<file path="src/rtl/mpe_pkg.sv">
`default_nettype none

package mpe_pkg;

    // Image and number format
    localparam int IMAGE_DIM = 4096;
    localparam int FRAC_BITS = 28;

    localparam int WORD_W  = 32;
    localparam int PROD_W  = 2 * WORD_W;
    localparam int WIDE_W  = PROD_W + 1;
    localparam int IDX_W   = 12;
    localparam int STEP_W  = 31;
    localparam int COUNT_W = 16;
    localparam int GREY_W  = 8;

    // Grey level scale: count * 255 needs COUNT_W + GREY_W bits
    localparam int DIVD_W = COUNT_W + GREY_W;
    localparam logic [GREY_W-1:0] GREY_MAX = {GREY_W{1'b1}};

    // APB register map, one 32-bit word per register
    localparam int APB_DATA_W = 32;
    localparam int REG_IDX_W  = 3;
    localparam int APB_ADDR_W = REG_IDX_W + 2;

    localparam logic [REG_IDX_W-1:0] REG_MAX_ITER    = 3'd0;
    localparam logic [REG_IDX_W-1:0] REG_REAL_ORIGIN = 3'd1;
    localparam logic [REG_IDX_W-1:0] REG_IMAG_ORIGIN = 3'd2;
    localparam logic [REG_IDX_W-1:0] REG_REAL_STEP   = 3'd3;
    localparam logic [REG_IDX_W-1:0] REG_IMAG_STEP   = 3'd4;

    // Register values after reset
    localparam logic [COUNT_W-1:0]       RST_MAX_ITER    = 16'd256;
    localparam logic signed [WORD_W-1:0] RST_REAL_ORIGIN = -32'sd536870912;
    localparam logic signed [WORD_W-1:0] RST_IMAG_ORIGIN = -32'sd402653184;
    localparam logic [STEP_W-1:0]        RST_REAL_STEP   = 31'd786432;
    localparam logic [STEP_W-1:0]        RST_IMAG_STEP   = 31'd786432;

    // Escape test: |z|^2 > 4 in a format with 2*FRAC_BITS fraction bits.
    // When the limit does not fit in 64 bits no point can ever escape.
    localparam int ESC_EXP = 2 * FRAC_BITS + 2;
    localparam logic ESC_ON = (ESC_EXP < PROD_W);
    localparam logic [WIDE_W-1:0] ESC_LIMIT =
        ESC_ON ? ({{PROD_W{1'b0}}, 1'b1} << ESC_EXP) : '0;

    // Saturation bounds of a signed word, held at the wide width
    localparam logic signed [WORD_W-1:0] WORD_MAX = {1'b0, {(WORD_W-1){1'b1}}};
    localparam logic signed [WORD_W-1:0] WORD_MIN = {1'b1, {(WORD_W-1){1'b0}}};
    localparam logic signed [WIDE_W-1:0] SAT_HI = WIDE_W'(WORD_MAX);
    localparam logic signed [WIDE_W-1:0] SAT_LO = WIDE_W'(WORD_MIN);

    typedef struct packed {
        logic [COUNT_W-1:0]       max_iterations;
        logic signed [WORD_W-1:0] real_origin;
        logic signed [WORD_W-1:0] imag_origin;
        logic [STEP_W-1:0]        real_step;
        logic [STEP_W-1:0]        imag_step;
    } t_cfg;

    typedef struct packed {
        logic               start;
        logic [COUNT_W-1:0] count;
        logic [COUNT_W-1:0] max_iter;
    } t_div_req;

    typedef struct packed {
        logic              done;
        logic [GREY_W-1:0] quot;
    } t_div_rsp;

    typedef struct packed {
        logic               valid;
        logic [COUNT_W-1:0] count;
        logic [GREY_W-1:0]  grey;
    } t_result;

    // Clamp a wide signed sum to the signed word range.
    function automatic logic signed [WORD_W-1:0] sat_word(
        input logic signed [WIDE_W-1:0] v
    );
        logic signed [WORD_W-1:0] r;
        if (v > SAT_HI) begin
            r = WORD_MAX;
        end else if (v < SAT_LO) begin
            r = WORD_MIN;
        end else begin
            r = v[WORD_W-1:0];
        end
        return r;
    endfunction

endpackage

`default_nettype wire

</file>
<file path="src/rtl/mpe_pix_if.sv">
`default_nettype none

interface mpe_pix_if;
    import mpe_pkg::*;

    logic             valid;
    logic             ready;
    logic [IDX_W-1:0] column;
    logic [IDX_W-1:0] row;

    modport source (output valid, output column, output row, input ready);
    modport sink (input valid, input column, input row, output ready);
endinterface

`default_nettype wire

</file>
<file path="src/rtl/mpe_res_if.sv">
`default_nettype none

interface mpe_res_if;
    import mpe_pkg::*;

    logic               valid;
    logic               ready;
    logic [COUNT_W-1:0] iteration_count;
    logic [GREY_W-1:0]  grey_level;

    modport source (output valid, output iteration_count, output grey_level, input ready);
    modport sink (input valid, input iteration_count, input grey_level, output ready);
endinterface

`default_nettype wire

</file>
<file path="src/rtl/mpe_cfg.sv">
`default_nettype none

module mpe_cfg (
    input  wire logic                              i_clk,
    input  wire logic                              i_rst_n,
    input  wire logic                              psel,
    input  wire logic                              penable,
    input  wire logic                              pwrite,
    input  wire logic [mpe_pkg::APB_ADDR_W-1:0]    paddr,
    input  wire logic [mpe_pkg::APB_DATA_W-1:0]    pwdata,
    output logic [mpe_pkg::APB_DATA_W-1:0]         prdata,
    output logic                                   pready,
    output mpe_pkg::t_cfg                          o_cfg
);
    import mpe_pkg::*;

    t_cfg                 r_cfg;
    logic                 w_wr;
    logic [REG_IDX_W-1:0] w_idx;

    assign pready = 1'b1;
    assign w_wr   = psel && penable && pwrite;
    assign w_idx  = paddr[APB_ADDR_W-1:2];

    // Register writes complete in the access phase.
    always_ff @(posedge i_clk) begin
        if (!i_rst_n) begin
            r_cfg.max_iterations <= RST_MAX_ITER;
            r_cfg.real_origin    <= RST_REAL_ORIGIN;
            r_cfg.imag_origin    <= RST_IMAG_ORIGIN;
            r_cfg.real_step      <= RST_REAL_STEP;
            r_cfg.imag_step      <= RST_IMAG_STEP;
        end else if (w_wr) begin
            unique case (w_idx)
                REG_MAX_ITER:    r_cfg.max_iterations <= pwdata[COUNT_W-1:0];
                REG_REAL_ORIGIN: r_cfg.real_origin    <= pwdata[WORD_W-1:0];
                REG_IMAG_ORIGIN: r_cfg.imag_origin    <= pwdata[WORD_W-1:0];
                REG_REAL_STEP:   r_cfg.real_step      <= pwdata[STEP_W-1:0];
                REG_IMAG_STEP:   r_cfg.imag_step      <= pwdata[STEP_W-1:0];
                default: begin
                end
            endcase
        end
    end

    // Read data returns the stored value; unmapped addresses read zero.
    always_comb begin
        unique case (w_idx)
            REG_MAX_ITER:    prdata = APB_DATA_W'(r_cfg.max_iterations);
            REG_REAL_ORIGIN: prdata = APB_DATA_W'(r_cfg.real_origin);
            REG_IMAG_ORIGIN: prdata = APB_DATA_W'(r_cfg.imag_origin);
            REG_REAL_STEP:   prdata = APB_DATA_W'(r_cfg.real_step);
            REG_IMAG_STEP:   prdata = APB_DATA_W'(r_cfg.imag_step);
            default:         prdata = '0;
        endcase
    end

    assign o_cfg = r_cfg;

endmodule

`default_nettype wire

</file>
<file path="src/rtl/mpe_mul.sv">
`default_nettype none

module mpe_mul (
    input  wire logic                                 i_clk,
    input  wire logic signed [mpe_pkg::WORD_W-1:0]    i_a,
    input  wire logic signed [mpe_pkg::WORD_W-1:0]    i_b,
    output logic signed [mpe_pkg::PROD_W-1:0]         o_prod
);
    import mpe_pkg::*;

    logic signed [PROD_W-1:0] r_prod;

    // Signed word multiplier with a registered full-width product.
    always_ff @(posedge i_clk) begin
        r_prod <= PROD_W'(i_a) * PROD_W'(i_b);
    end

    assign o_prod = r_prod;

endmodule

`default_nettype wire

</file>
<file path="src/rtl/mpe_div.sv">
`default_nettype none

module mpe_div (
    input  wire logic                  i_clk,
    input  wire logic                  i_rst_n,
    input  wire mpe_pkg::t_div_req     i_req,
    output mpe_pkg::t_div_rsp          o_rsp
);
    import mpe_pkg::*;

    localparam int STEP_CNT_W = $clog2(GREY_W);

    logic                  r_run;
    logic                  r_done;
    logic [STEP_CNT_W-1:0] r_step;
    logic [DIVD_W-1:0]     r_rem;
    logic [DIVD_W-1:0]     r_dvs;
    logic [GREY_W-1:0]     r_quot;
    logic                  w_fit;

    assign w_fit = (r_rem >= r_dvs);

    // Control: eight restoring steps, one quotient bit per cycle.
    always_ff @(posedge i_clk) begin
        if (!i_rst_n) begin
            r_run  <= 1'b0;
            r_done <= 1'b0;
            r_step <= '0;
        end else begin
            r_done <= 1'b0;
            if (i_req.start) begin
                r_run  <= 1'b1;
                r_step <= '0;
            end else if (r_run) begin
                r_step <= r_step + STEP_CNT_W'(1);
                if (r_step == STEP_CNT_W'(GREY_W - 1)) begin
                    r_run  <= 1'b0;
                    r_done <= 1'b1;
                end
            end
        end
    end

    // Datapath: dividend is count * 255, divisor starts at max << 7.
    // Since count never exceeds max, the quotient fits in eight bits.
    always_ff @(posedge i_clk) begin
        if (i_req.start) begin
            r_rem  <= {i_req.count, {GREY_W{1'b0}}} - DIVD_W'(i_req.count);
            r_dvs  <= DIVD_W'(i_req.max_iter) << (GREY_W - 1);
            r_quot <= '0;
        end else if (r_run) begin
            if (w_fit) begin
                r_rem <= r_rem - r_dvs;
            end
            r_quot <= {r_quot[GREY_W-2:0], w_fit};
            r_dvs  <= r_dvs >> 1;
        end
    end

    assign o_rsp.done = r_done;
    assign o_rsp.quot = r_quot;

endmodule

`default_nettype wire

</file>
<file path="src/rtl/mpe_core.sv">
`default_nettype none

module mpe_core (
    input  wire logic                          i_clk,
    input  wire logic                          i_rst_n,
    input  wire mpe_pkg::t_cfg                 i_cfg,
    input  wire logic                          i_start,
    input  wire logic [mpe_pkg::IDX_W-1:0]     i_column,
    input  wire logic [mpe_pkg::IDX_W-1:0]     i_row,
    input  wire logic                          i_take,
    output logic                               o_idle,
    output mpe_pkg::t_result                   o_res
);
    import mpe_pkg::*;

    localparam int STATE_W = 4;
    localparam logic [STATE_W-1:0] S_IDLE   = 4'd0;
    localparam logic [STATE_W-1:0] S_WRAP   = 4'd1;
    localparam logic [STATE_W-1:0] S_CR_MUL = 4'd2;
    localparam logic [STATE_W-1:0] S_CI_MUL = 4'd3;
    localparam logic [STATE_W-1:0] S_CI_ADD = 4'd4;
    localparam logic [STATE_W-1:0] S_RR     = 4'd5;
    localparam logic [STATE_W-1:0] S_II     = 4'd6;
    localparam logic [STATE_W-1:0] S_RI     = 4'd7;
    localparam logic [STATE_W-1:0] S_UPD    = 4'd8;
    localparam logic [STATE_W-1:0] S_DIV    = 4'd9;
    localparam logic [STATE_W-1:0] S_DONE   = 4'd10;

    localparam logic [IDX_W-1:0] IMG_SUB = IDX_W'(IMAGE_DIM);

    logic [STATE_W-1:0]       r_state;
    logic [STATE_W-1:0]       n_state;
    logic [IDX_W-1:0]         r_col;
    logic [IDX_W-1:0]         r_row;
    logic signed [WORD_W-1:0] r_cr;
    logic signed [WORD_W-1:0] r_ci;
    logic signed [WORD_W-1:0] r_zr;
    logic signed [WORD_W-1:0] r_zi;
    logic signed [PROD_W-1:0] r_rr;
    logic signed [PROD_W-1:0] r_diff;
    logic                     r_esc;
    logic [COUNT_W-1:0]       r_count;
    logic [GREY_W-1:0]        r_grey;
    logic                     r_div_start;

    logic signed [WORD_W-1:0] w_mul_a;
    logic signed [WORD_W-1:0] w_mul_b;
    logic signed [PROD_W-1:0] w_prod;
    logic signed [PROD_W-1:0] w_nr;
    logic signed [PROD_W-1:0] w_ni;
    logic                     w_col_big;
    logic                     w_row_big;
    logic                     w_last;
    t_div_req                 w_div_req;
    t_div_rsp                 w_div_rsp;

    // Shared multiplier and grey level divider
    mpe_mul u_mul (
        .i_clk  (i_clk),
        .i_a    (w_mul_a),
        .i_b    (w_mul_b),
        .o_prod (w_prod)
    );

    assign w_div_req.start    = r_div_start;
    assign w_div_req.count    = r_count;
    assign w_div_req.max_iter = i_cfg.max_iterations;

    mpe_div u_div (
        .i_clk   (i_clk),
        .i_rst_n (i_rst_n),
        .i_req   (w_div_req),
        .o_rsp   (w_div_rsp)
    );

    // Multiplier operand selection per sequencer step
    always_comb begin
        unique case (r_state)
            S_CR_MUL: begin
                w_mul_a = $signed(WORD_W'(r_col));
                w_mul_b = $signed({1'b0, i_cfg.real_step});
            end
            S_CI_MUL: begin
                w_mul_a = $signed(WORD_W'(r_row));
                w_mul_b = $signed({1'b0, i_cfg.imag_step});
            end
            S_RR: begin
                w_mul_a = r_zr;
                w_mul_b = r_zr;
            end
            S_II: begin
                w_mul_a = r_zi;
                w_mul_b = r_zi;
            end
            default: begin
                w_mul_a = r_zr;
                w_mul_b = r_zi;
            end
        endcase
    end

    // Index wrap, next z terms and the iteration limit test
    assign w_col_big = (32'(r_col) >= 32'(IMAGE_DIM));
    assign w_row_big = (32'(r_row) >= 32'(IMAGE_DIM));
    assign w_nr      = r_diff >>> FRAC_BITS;
    assign w_ni      = w_prod >>> (FRAC_BITS - 1);
    assign w_last    = ((r_count + COUNT_W'(1)) == i_cfg.max_iterations);

    // Sequencer next state
    always_comb begin
        n_state = r_state;
        unique case (r_state)
            S_IDLE: begin
                if (i_start) begin
                    n_state = S_WRAP;
                end
            end
            S_WRAP: begin
                if (!w_col_big && !w_row_big) begin
                    n_state = S_CR_MUL;
                end
            end
            S_CR_MUL: n_state = S_CI_MUL;
            S_CI_MUL: n_state = S_CI_ADD;
            S_CI_ADD: begin
                n_state = (i_cfg.max_iterations == '0) ? S_DONE : S_RR;
            end
            S_RR: n_state = S_II;
            S_II: n_state = S_RI;
            S_RI: n_state = S_UPD;
            S_UPD: begin
                n_state = (r_esc || w_last) ? S_DIV : S_RR;
            end
            S_DIV: begin
                if (w_div_rsp.done) begin
                    n_state = S_DONE;
                end
            end
            S_DONE: begin
                if (i_take) begin
                    n_state = S_IDLE;
                end
            end
            default: n_state = S_IDLE;
        endcase
    end

    // Control registers
    always_ff @(posedge i_clk) begin
        if (!i_rst_n) begin
            r_state     <= S_IDLE;
            r_div_start <= 1'b0;
        end else begin
            r_state     <= n_state;
            r_div_start <= (r_state == S_UPD) && (n_state == S_DIV);
        end
    end

    // Datapath registers
    always_ff @(posedge i_clk) begin
        unique case (r_state)
            S_IDLE: begin
                if (i_start) begin
                    r_col <= i_column;
                    r_row <= i_row;
                end
            end
            S_WRAP: begin
                if (w_col_big) begin
                    r_col <= r_col - IMG_SUB;
                end
                if (w_row_big) begin
                    r_row <= r_row - IMG_SUB;
                end
            end
            S_CI_MUL: begin
                r_cr <= sat_word(WIDE_W'(i_cfg.real_origin) + WIDE_W'(w_prod));
            end
            S_CI_ADD: begin
                r_ci    <= sat_word(WIDE_W'(i_cfg.imag_origin) + WIDE_W'(w_prod));
                r_zr    <= '0;
                r_zi    <= '0;
                r_count <= '0;
                r_grey  <= '0;
            end
            S_II: begin
                r_rr <= w_prod;
            end
            S_RI: begin
                // Product now holds zi*zi; both squares are non-negative.
                r_diff <= r_rr - w_prod;
                r_esc  <= ESC_ON &&
                          (({1'b0, r_rr} + {1'b0, w_prod}) > ESC_LIMIT);
            end
            S_UPD: begin
                // Product now holds zr*zi; doubling is folded into the shift.
                if (!r_esc) begin
                    r_zr    <= sat_word(WIDE_W'(w_nr) + WIDE_W'(r_cr));
                    r_zi    <= sat_word(WIDE_W'(w_ni) + WIDE_W'(r_ci));
                    r_count <= r_count + COUNT_W'(1);
                end
            end
            S_DIV: begin
                if (w_div_rsp.done) begin
                    r_grey <= w_div_rsp.quot;
                end
            end
            default: begin
            end
        endcase
    end

    assign o_idle      = (r_state == S_IDLE);
    assign o_res.valid = (r_state == S_DONE);
    assign o_res.count = r_count;
    assign o_res.grey  = r_grey;

    // An update step only runs while the count is below the limit.
    a_count_below_limit: assert property (@(posedge i_clk) disable iff (!i_rst_n)
        (r_state == S_UPD) |-> (r_count < i_cfg.max_iterations))
        else $error("iteration count reached the limit inside an update step");

endmodule

`default_nettype wire

</file>
<file path="src/rtl/mandelbrot_pixel_escape_unit.sv">
`default_nettype none

// Mandelbrot escape-time unit: each input transaction carries a pixel column
// and row, and one output transaction returns the number of iterations of
// z = z*z + c before |z|^2 exceeds 4 (capped at max_iterations) and a grey
// level floor(count*255/max_iterations). The point c is origin + index*step
// in signed Q4.28, saturated, and indices wrap at the image size. All
// multiplications run through a single 32x32 multiplier, so one iteration
// pass steps in turn through zr*zr, zi*zi, zr*zi and the update of z. A
// point that escapes after N iterations runs N + 1 passes, because the pass
// that detects the escape also runs in full; one that runs to a limit of N
// runs N. Before the passes come the index wrap and the point c, after them
// the eight-step grey level divider and the output register; a zero limit
// skips both the passes and the divider. One pixel is in work at a time; the
// next pixel can be accepted in the cycle after the previous result moves
// into the output register, where it may wait. The registers are
// max_iterations, real_origin, imag_origin, real_step and imag_step at byte
// addresses 0, 4, 8, 12 and 16 of the APB port, and should only be written
// while no pixel is in work or waiting.
module mandelbrot_pixel_escape_unit (
    input  wire logic                              i_clk,
    input  wire logic                              i_rst_n,
    input  wire logic                              psel,
    input  wire logic                              penable,
    input  wire logic                              pwrite,
    input  wire logic [mpe_pkg::APB_ADDR_W-1:0]    paddr,
    input  wire logic [mpe_pkg::APB_DATA_W-1:0]    pwdata,
    output logic [mpe_pkg::APB_DATA_W-1:0]         prdata,
    output logic                                   pready,
    mpe_pix_if.sink                                i_pix,
    mpe_res_if.source                              o_res
);
    import mpe_pkg::*;

    t_cfg               w_cfg;
    t_result            w_res;
    logic               w_idle;
    logic               w_take;
    logic               r_out_valid;
    logic [COUNT_W-1:0] r_out_count;
    logic [GREY_W-1:0]  r_out_grey;

    mpe_cfg u_cfg (
        .i_clk   (i_clk),
        .i_rst_n (i_rst_n),
        .psel    (psel),
        .penable (penable),
        .pwrite  (pwrite),
        .paddr   (paddr),
        .pwdata  (pwdata),
        .prdata  (prdata),
        .pready  (pready),
        .o_cfg   (w_cfg)
    );

    mpe_core u_core (
        .i_clk    (i_clk),
        .i_rst_n  (i_rst_n),
        .i_cfg    (w_cfg),
        .i_start  (i_pix.valid && w_idle),
        .i_column (i_pix.column),
        .i_row    (i_pix.row),
        .i_take   (w_take),
        .o_idle   (w_idle),
        .o_res    (w_res)
    );

    assign i_pix.ready = w_idle;

    // Output register: loads when empty or when its transaction completes.
    assign w_take = !r_out_valid || o_res.ready;

    always_ff @(posedge i_clk) begin
        if (!i_rst_n) begin
            r_out_valid <= 1'b0;
        end else if (w_take) begin
            r_out_valid <= w_res.valid;
        end
    end

    always_ff @(posedge i_clk) begin
        if (w_take && w_res.valid) begin
            r_out_count <= w_res.count;
            r_out_grey  <= w_res.grey;
        end
    end

    assign o_res.valid           = r_out_valid;
    assign o_res.iteration_count = r_out_count;
    assign o_res.grey_level      = r_out_grey;

    // A pixel that never iterated is black.
    a_zero_count_black: assert property (@(posedge i_clk) disable iff (!i_rst_n)
        (r_out_valid && (r_out_count == '0)) |-> (r_out_grey == '0))
        else $error("zero iteration count with a nonzero grey level");

    // Full white exactly when the pixel ran to the iteration limit.
    a_white_at_limit: assert property (@(posedge i_clk) disable iff (!i_rst_n)
        (r_out_valid && (w_cfg.max_iterations != '0)) |->
        ((r_out_count == w_cfg.max_iterations) == (r_out_grey == GREY_MAX)))
        else $error("grey level disagrees with the iteration limit");

endmodule

`default_nettype wire
</file>
<file path="src/flat_wrapper.sv">
// flat-port wrapper written by rule: the top's interface ports become plain ports
module mandelbrot_pixel_escape_unit_flat import mpe_pkg::*;
  (i_clk, i_rst_n, psel, penable, pwrite, paddr, pwdata, prdata, pready, i_pix_valid, i_pix_column, i_pix_row, i_pix_ready, o_res_valid, o_res_iteration_count, o_res_grey_level, o_res_ready);
  mpe_pix_if i_pix_i ();
  mpe_res_if o_res_i ();
  input  wire logic i_clk;
  input  wire logic i_rst_n;
  input  wire logic psel;
  input  wire logic penable;
  input  wire logic pwrite;
  input  wire logic [mpe_pkg::APB_ADDR_W-1:0] paddr;
  input  wire logic [mpe_pkg::APB_DATA_W-1:0] pwdata;
  output logic [mpe_pkg::APB_DATA_W-1:0] prdata;
  output logic pready;
  input wire logic [$bits(i_pix_i.valid)-1:0] i_pix_valid;
  input wire logic [$bits(i_pix_i.column)-1:0] i_pix_column;
  input wire logic [$bits(i_pix_i.row)-1:0] i_pix_row;
  output wire logic [$bits(i_pix_i.ready)-1:0] i_pix_ready;
  output wire logic [$bits(o_res_i.valid)-1:0] o_res_valid;
  output wire logic [$bits(o_res_i.iteration_count)-1:0] o_res_iteration_count;
  output wire logic [$bits(o_res_i.grey_level)-1:0] o_res_grey_level;
  input wire logic [$bits(o_res_i.ready)-1:0] o_res_ready;
  assign i_pix_i.valid = i_pix_valid;
  assign i_pix_i.column = i_pix_column;
  assign i_pix_i.row = i_pix_row;
  assign i_pix_ready = i_pix_i.ready;
  assign o_res_valid = o_res_i.valid;
  assign o_res_iteration_count = o_res_i.iteration_count;
  assign o_res_grey_level = o_res_i.grey_level;
  assign o_res_i.ready = o_res_ready;
  mandelbrot_pixel_escape_unit u_core (.i_clk(i_clk), .i_rst_n(i_rst_n), .psel(psel), .penable(penable), .pwrite(pwrite), .paddr(paddr), .pwdata(pwdata), .prdata(prdata), .pready(pready), .i_pix(i_pix_i), .o_res(o_res_i));
endmodule
</file>
<file path="config.mk">
export PLATFORM = sky130hd
export DESIGN_NAME = mandelbrot_pixel_escape_unit_flat
export DESIGN_NICKNAME = d
export VERILOG_FILES = /design/src/rtl/mpe_pkg.sv /design/src/rtl/mpe_pix_if.sv /design/src/rtl/mpe_res_if.sv /design/src/rtl/mpe_cfg.sv /design/src/rtl/mpe_mul.sv /design/src/rtl/mpe_div.sv /design/src/rtl/mpe_core.sv /design/src/rtl/mandelbrot_pixel_escape_unit.sv /design/src/flat_wrapper.sv
export SDC_FILE = /design/constraint.sdc
export NUM_CORES = 2
export LEC_CHECK = 0
export BUFFER_PORTS_ARGS = -buffer_cell sky130_fd_sc_hd__buf_4
export CAP_MARGIN = 20
export CORE_UTILIZATION = 60
export DETAILED_ROUTE_END_ITERATION = 10
export PLACE_DENSITY = 0.77
export SLEW_MARGIN = 20
export SYNTH_ARGS = -nofsm -noshare
export SYNTH_HDL_FRONTEND = slang
export SYNTH_SLANG_ARGS = --single-unit
export TNS_END_PERCENT = 20
</file>
<file path="constraint.sdc">
create_clock -name i_clk -period 30.2 [get_ports i_clk]
set_clock_uncertainty 0.2 [all_clocks]
set_input_delay 4.53 -clock i_clk [delete_from_list [all_inputs] [get_ports i_clk]]
set_output_delay 4.53 -clock i_clk [all_outputs]
set_load 0.01 [all_outputs]
</file>
==> flow_metrics.py <==
metrics = {
    "placed_design": {
        "post-dp-hpwl_mm": 218,
        "place.gp.congestion": 1.02,
        "dp.cells": 10547,
        "io_buffers": 123,
    },
    "route": {
        "routed_wire_length_per_instance_um": 26.4,
        "postRouteWirelength_mm": 282,
        "m1WireLength_mm": 107,
        "pre_antenna_drt_iters": 7,
        "top_signal_layer_used": "met5",
        "drtIter0Drc": 8294,
        "dr_total_vias": 68780,
        "met2_length_mm": 120,
        "route.detailed.drc": 0,
        "met3_length_mm": 34.9,
        "ant_nets": 0,
        "drt-vias-per-instance": 6.43,
    },
    "synth": {
        "synthDistinctLibCells": 89,
        "syn_area_per_cell_sq_um": 8.72,
        "dominantRegCellSynth": "sky130_fd_sc_hd__edfxtp_1",
        "yosysTopAreaCellShare_pct": 28.0,
        "synth_enable_flop_cells": 341,
        "synth_seq_cells": 573,
        "mappedNetlistArea_sq_um": 77800,
        "synth_cells": 8926,
        "synth_area_leaders": "sky130_fd_sc_hd__fa_1 28%, sky130_fd_sc_hd__edfxtp_1 13%, sky130_fd_sc_hd__ha_1 8.8%",
        "synth_top_cell_by_area": "sky130_fd_sc_hd__fa_1",
        "synth_nets": 10629,
        "synth.yosys.warnings": 0,
        "synth-seq-area-share_pct": 19.1,
        "fraction_of_registers_with_async_set_or_reset_after_synthesis_pct": 0,
    },
    "critical_path": {
        "cp_common_cell": "sky130_fd_sc_hd__fa_1",
        "timing.critical_path.slowest_cell_delay_ns": 0.96,
        "worst_setup_path_end_kind": "flop",
        "worstPathRequired_ns": 30.53,
        "timing.critical_path.fanout_max": 69,
        "worst_path_max_delay_cell": "sky130_fd_sc_hd__fa_1",
        "critPathKind": "flop to flop",
        "worst_ep_arrival_time_ns": 12.83,
        "setup.worst_path.start_class": "flop",
    },
    "clocking": {
        "cts.root.buffer_cell": "sky130_fd_sc_hd__clkbuf_16",
        "number_of_sinks_driven_by_the_clock_tree": 573,
        "h-tree-depth": 2,
        "worst_skew_pair_latency_ns": 0.69,
        "cts_inserted_buffers": 60,
        "cts.path.max_buffers": 3,
        "postCtsResizedCells": 0,
        "tritoncts": "yes",
        "worst_setup_hold_path_clk_slew_ns": 0.07,
        "cts-hold-fix-buffers": 0,
        "postCtsSetupRepairBufs": 0,
    },
    "timing": {
        "final_max_slew_viol_count": 0,
        "achievable-frequency_mhz": 80.0,
        "finalHoldViolCount": 0,
        "max_slew_margin_pct": 19.7,
        "setup_repair_after_global_routing_missed_its_margin": "false",
        "setup_viol": 0,
        "fin_crit_sh_pct": 41.4,
        "actual_slew_at_the_worst_max_slew_pin_ns": 1.20,
        "setup-tns-final_ns": 0,
        "finalCriticalPeriod_ns": 12.49,
    },
    "die": {
        "i_o_pins": 127,
        "die_h_um": 362,
        "floorplan.die_area_sq_um": 131000,
        "placementRows": 131,
        "core_region_area_sq_um": 128000,
        "floorplan.initialDensity_pct": 60.8,
        "die_width_um": 362,
    },
    "cells_and_area": {
        "final_cells": 10690,
        "finish.utilization_pct": 65.0,
        "final_nets": 10583,
        "nFillCells": 10688,
        "drive_above_1_share_pct": 6.06,
        "syn_to_final_growth_pct": 7.00,
    },
    "grt": {
        "global_route_wire_length_before_repair_mm": 422,
        "overflow": 0,
        "grtUsageTotal_pct": 43.1,
        "antenna_violations_before_repair": 36,
        "via_count_of_the_first_global_routing_pass": 68359,
        "grt_start_max_net_pins": 119,
    },
    "status": {
        "outcome": "finished clean",
    },
    "flow_run": {
        "total_of_max_cap_violations": 0,
    },
    "worst_hold_path": {
        "hold_path.class": "flop to flop",
    },
}
## critical path: cells and delay by family, from the launching register on
kind | cells | cell delay [ns]
buffers and inverters | 9 | 2.59
and+or+nand+nor | 6 | 1.53
DFF | 1 | 0.51
adders and majority gates | 9 | 4.83
AOI/OAI and AO/OA | 10 | 2.60
## flip-flops by register name (all words and copies together), names as in the netlist, 3 cells and up
name                          flops
u_core.o_res.iteration_count     16
u_core.u_core.r_diff             36
u_core.u_core.u_div.r_step        3
u_core.u_core.r_rr               64
u_core.u_core.r_zi               32
u_core.u_core.u_div.r_rem        24
u_core.u_core.u_div.r_dvs        23
u_core.u_core.r_grey              8
u_core.u_core.r_ci               32
u_core.u_cfg.o_cfg              142
u_core.u_core.u_mul.o_prod       64
u_core.o_res.grey_level           8
u_core.u_core.u_div.r_quot        8
u_core.u_core.r_state             4
u_core.u_core.r_zr               32
u_core.u_core.r_cr               32
u_core.u_core.r_row              12
u_core.u_core.r_count            16
u_core.u_core.r_col              12
## layout by cell type (no fill, tap or decap), types with 37 or more instances in the layout
cell type                   instances
sky130_fd_sc_hd__inv_1           1243
sky130_fd_sc_hd__nand2_1         1175
sky130_fd_sc_hd__fa_1            1088
sky130_fd_sc_hd__nor2_1           881
sky130_fd_sc_hd__ha_1             547
sky130_fd_sc_hd__a21oi_1          483
sky130_fd_sc_hd__edfxtp_1         341
sky130_fd_sc_hd__buf_4            323
sky130_fd_sc_hd__o21ai_0          292
sky130_fd_sc_hd__xnor2_1          238
sky130_fd_sc_hd__dfxtp_1          231
sky130_fd_sc_hd__a21o_1           157
sky130_fd_sc_hd__a21boi_0         147
sky130_fd_sc_hd__nand3_1          126
sky130_fd_sc_hd__xor2_1           113
sky130_fd_sc_hd__a22oi_1          111
sky130_fd_sc_hd__nor3_1           108
sky130_fd_sc_hd__o21a_1            80
sky130_fd_sc_hd__nand4_1           80
sky130_fd_sc_hd__nor4_1            72
sky130_fd_sc_hd__o21bai_1          67
sky130_fd_sc_hd__clkbuf_16         61
sky130_fd_sc_hd__and2_1            60
sky130_fd_sc_hd__nand2b_1          55
sky130_fd_sc_hd__nor2b_1           50
sky130_fd_sc_hd__and3_1            50
sky130_fd_sc_hd__a31oi_1           50
sky130_fd_sc_hd__a211oi_1          48
sky130_fd_sc_hd__o31ai_1           37
sky130_fd_sc_hd__mux2i_1           37
## cells by family (layout without fill, tap and decap cells)
group / count (synthesis) / after routing / synth area share, %
flip-flops: 573 / 573 / 19.1
adder cells (fa/ha/maj): 1635 / 1635 / 36.8
XOR/XNOR: 351 / 351 / 3.95
AO/OA/AOI/OAI: 1827 / 1827 / 15.5
multiplexers: 55 / 55 / 0.737
AND/OR/NAND/NOR: 2806 / 2806 / 15.7
buffers and inverters: 1678 / 1684 / 8.12
other: 1 / 30 / 0.00482
## Yosys cell counts, drive strengths merged (73+ instances only)
| cell type | count |
|---|---|
| nor2 | 884 |
| a22oi | 113 |
| nand2 | 1177 |
| nor3 | 111 |
| clkbuf | 403 |
| inv | 1243 |
| dfxtp | 232 |
| edfxtp | 341 |
| fa | 1088 |
| o21a | 80 |
| a21boi | 148 |
| o21ai | 320 |
| nor4 | 73 |
| a21o | 157 |
| xor2 | 113 |
| ha | 547 |
| xnor2 | 238 |
| a21oi | 487 |
| nand4 | 80 |
| nand3 | 126 |
## worst paths after layout
check,start,endpoint,slack (ns),depth (start not counted)
worst max-delay path,u_core.u_core.r_state[1]$_SDFF_PN0_,u_core.u_core.u_mul.o_prod[60]$_DFF_P_,17.71,34
worst min-delay path,u_core.u_core.r_grey[1]$_SDFFCE_PN0P_,u_core.o_res.grey_level[1]$_DFFE_PP_,0.22,0
worst max register to register,u_core.u_core.r_state[1]$_SDFF_PN0_,u_core.u_core.u_mul.o_prod[60]$_DFF_P_,17.71,34
worst min register to register,u_core.u_core.r_grey[1]$_SDFFCE_PN0P_,u_core.o_res.grey_level[1]$_DFFE_PP_,0.22,0
## layout make-up
| class | instances | area [sq um] | area share (%) |
|---|---|---|---|
| multi-input combinational | 6675 | 56800 | 68.2 |
| tap | 1729 | 2160 | 2.60 |
| clock inverter | 42 | 571 | 0.685 |
| timing repair buffer | 324 | 2440 | 2.94 |
| inverter | 1246 | 4680 | 5.62 |
| sequential | 573 | 14900 | 17.9 |
| antenna | 29 | 72.6 | 0.0872 |
| clock buffer | 72 | 1620 | 1.94 |
## layer usage
metal,vias up,GRT usage (%)
met5,-,0.518
met4,22,25.9
met3,1108,12.4
met1,33816,56.2
met2,4275,63.7
li1,29559,-
## per-stage QoR
stage	area, sq um	worst slack [ns]	hold WS (ns)
after floorplan	77800	18.69	0.200
after global placement	80900	18.17	0.201
after detailed placement	81000	17.95	0.205
after CTS	83100	17.89	0.218
after global routing	83200	17.07	0.238
final	83200	17.71	0.218
Power is left out: the tool's default activity adds up to more than one toggle a clock period on the data nets, which glitch-free logic cannot reach.
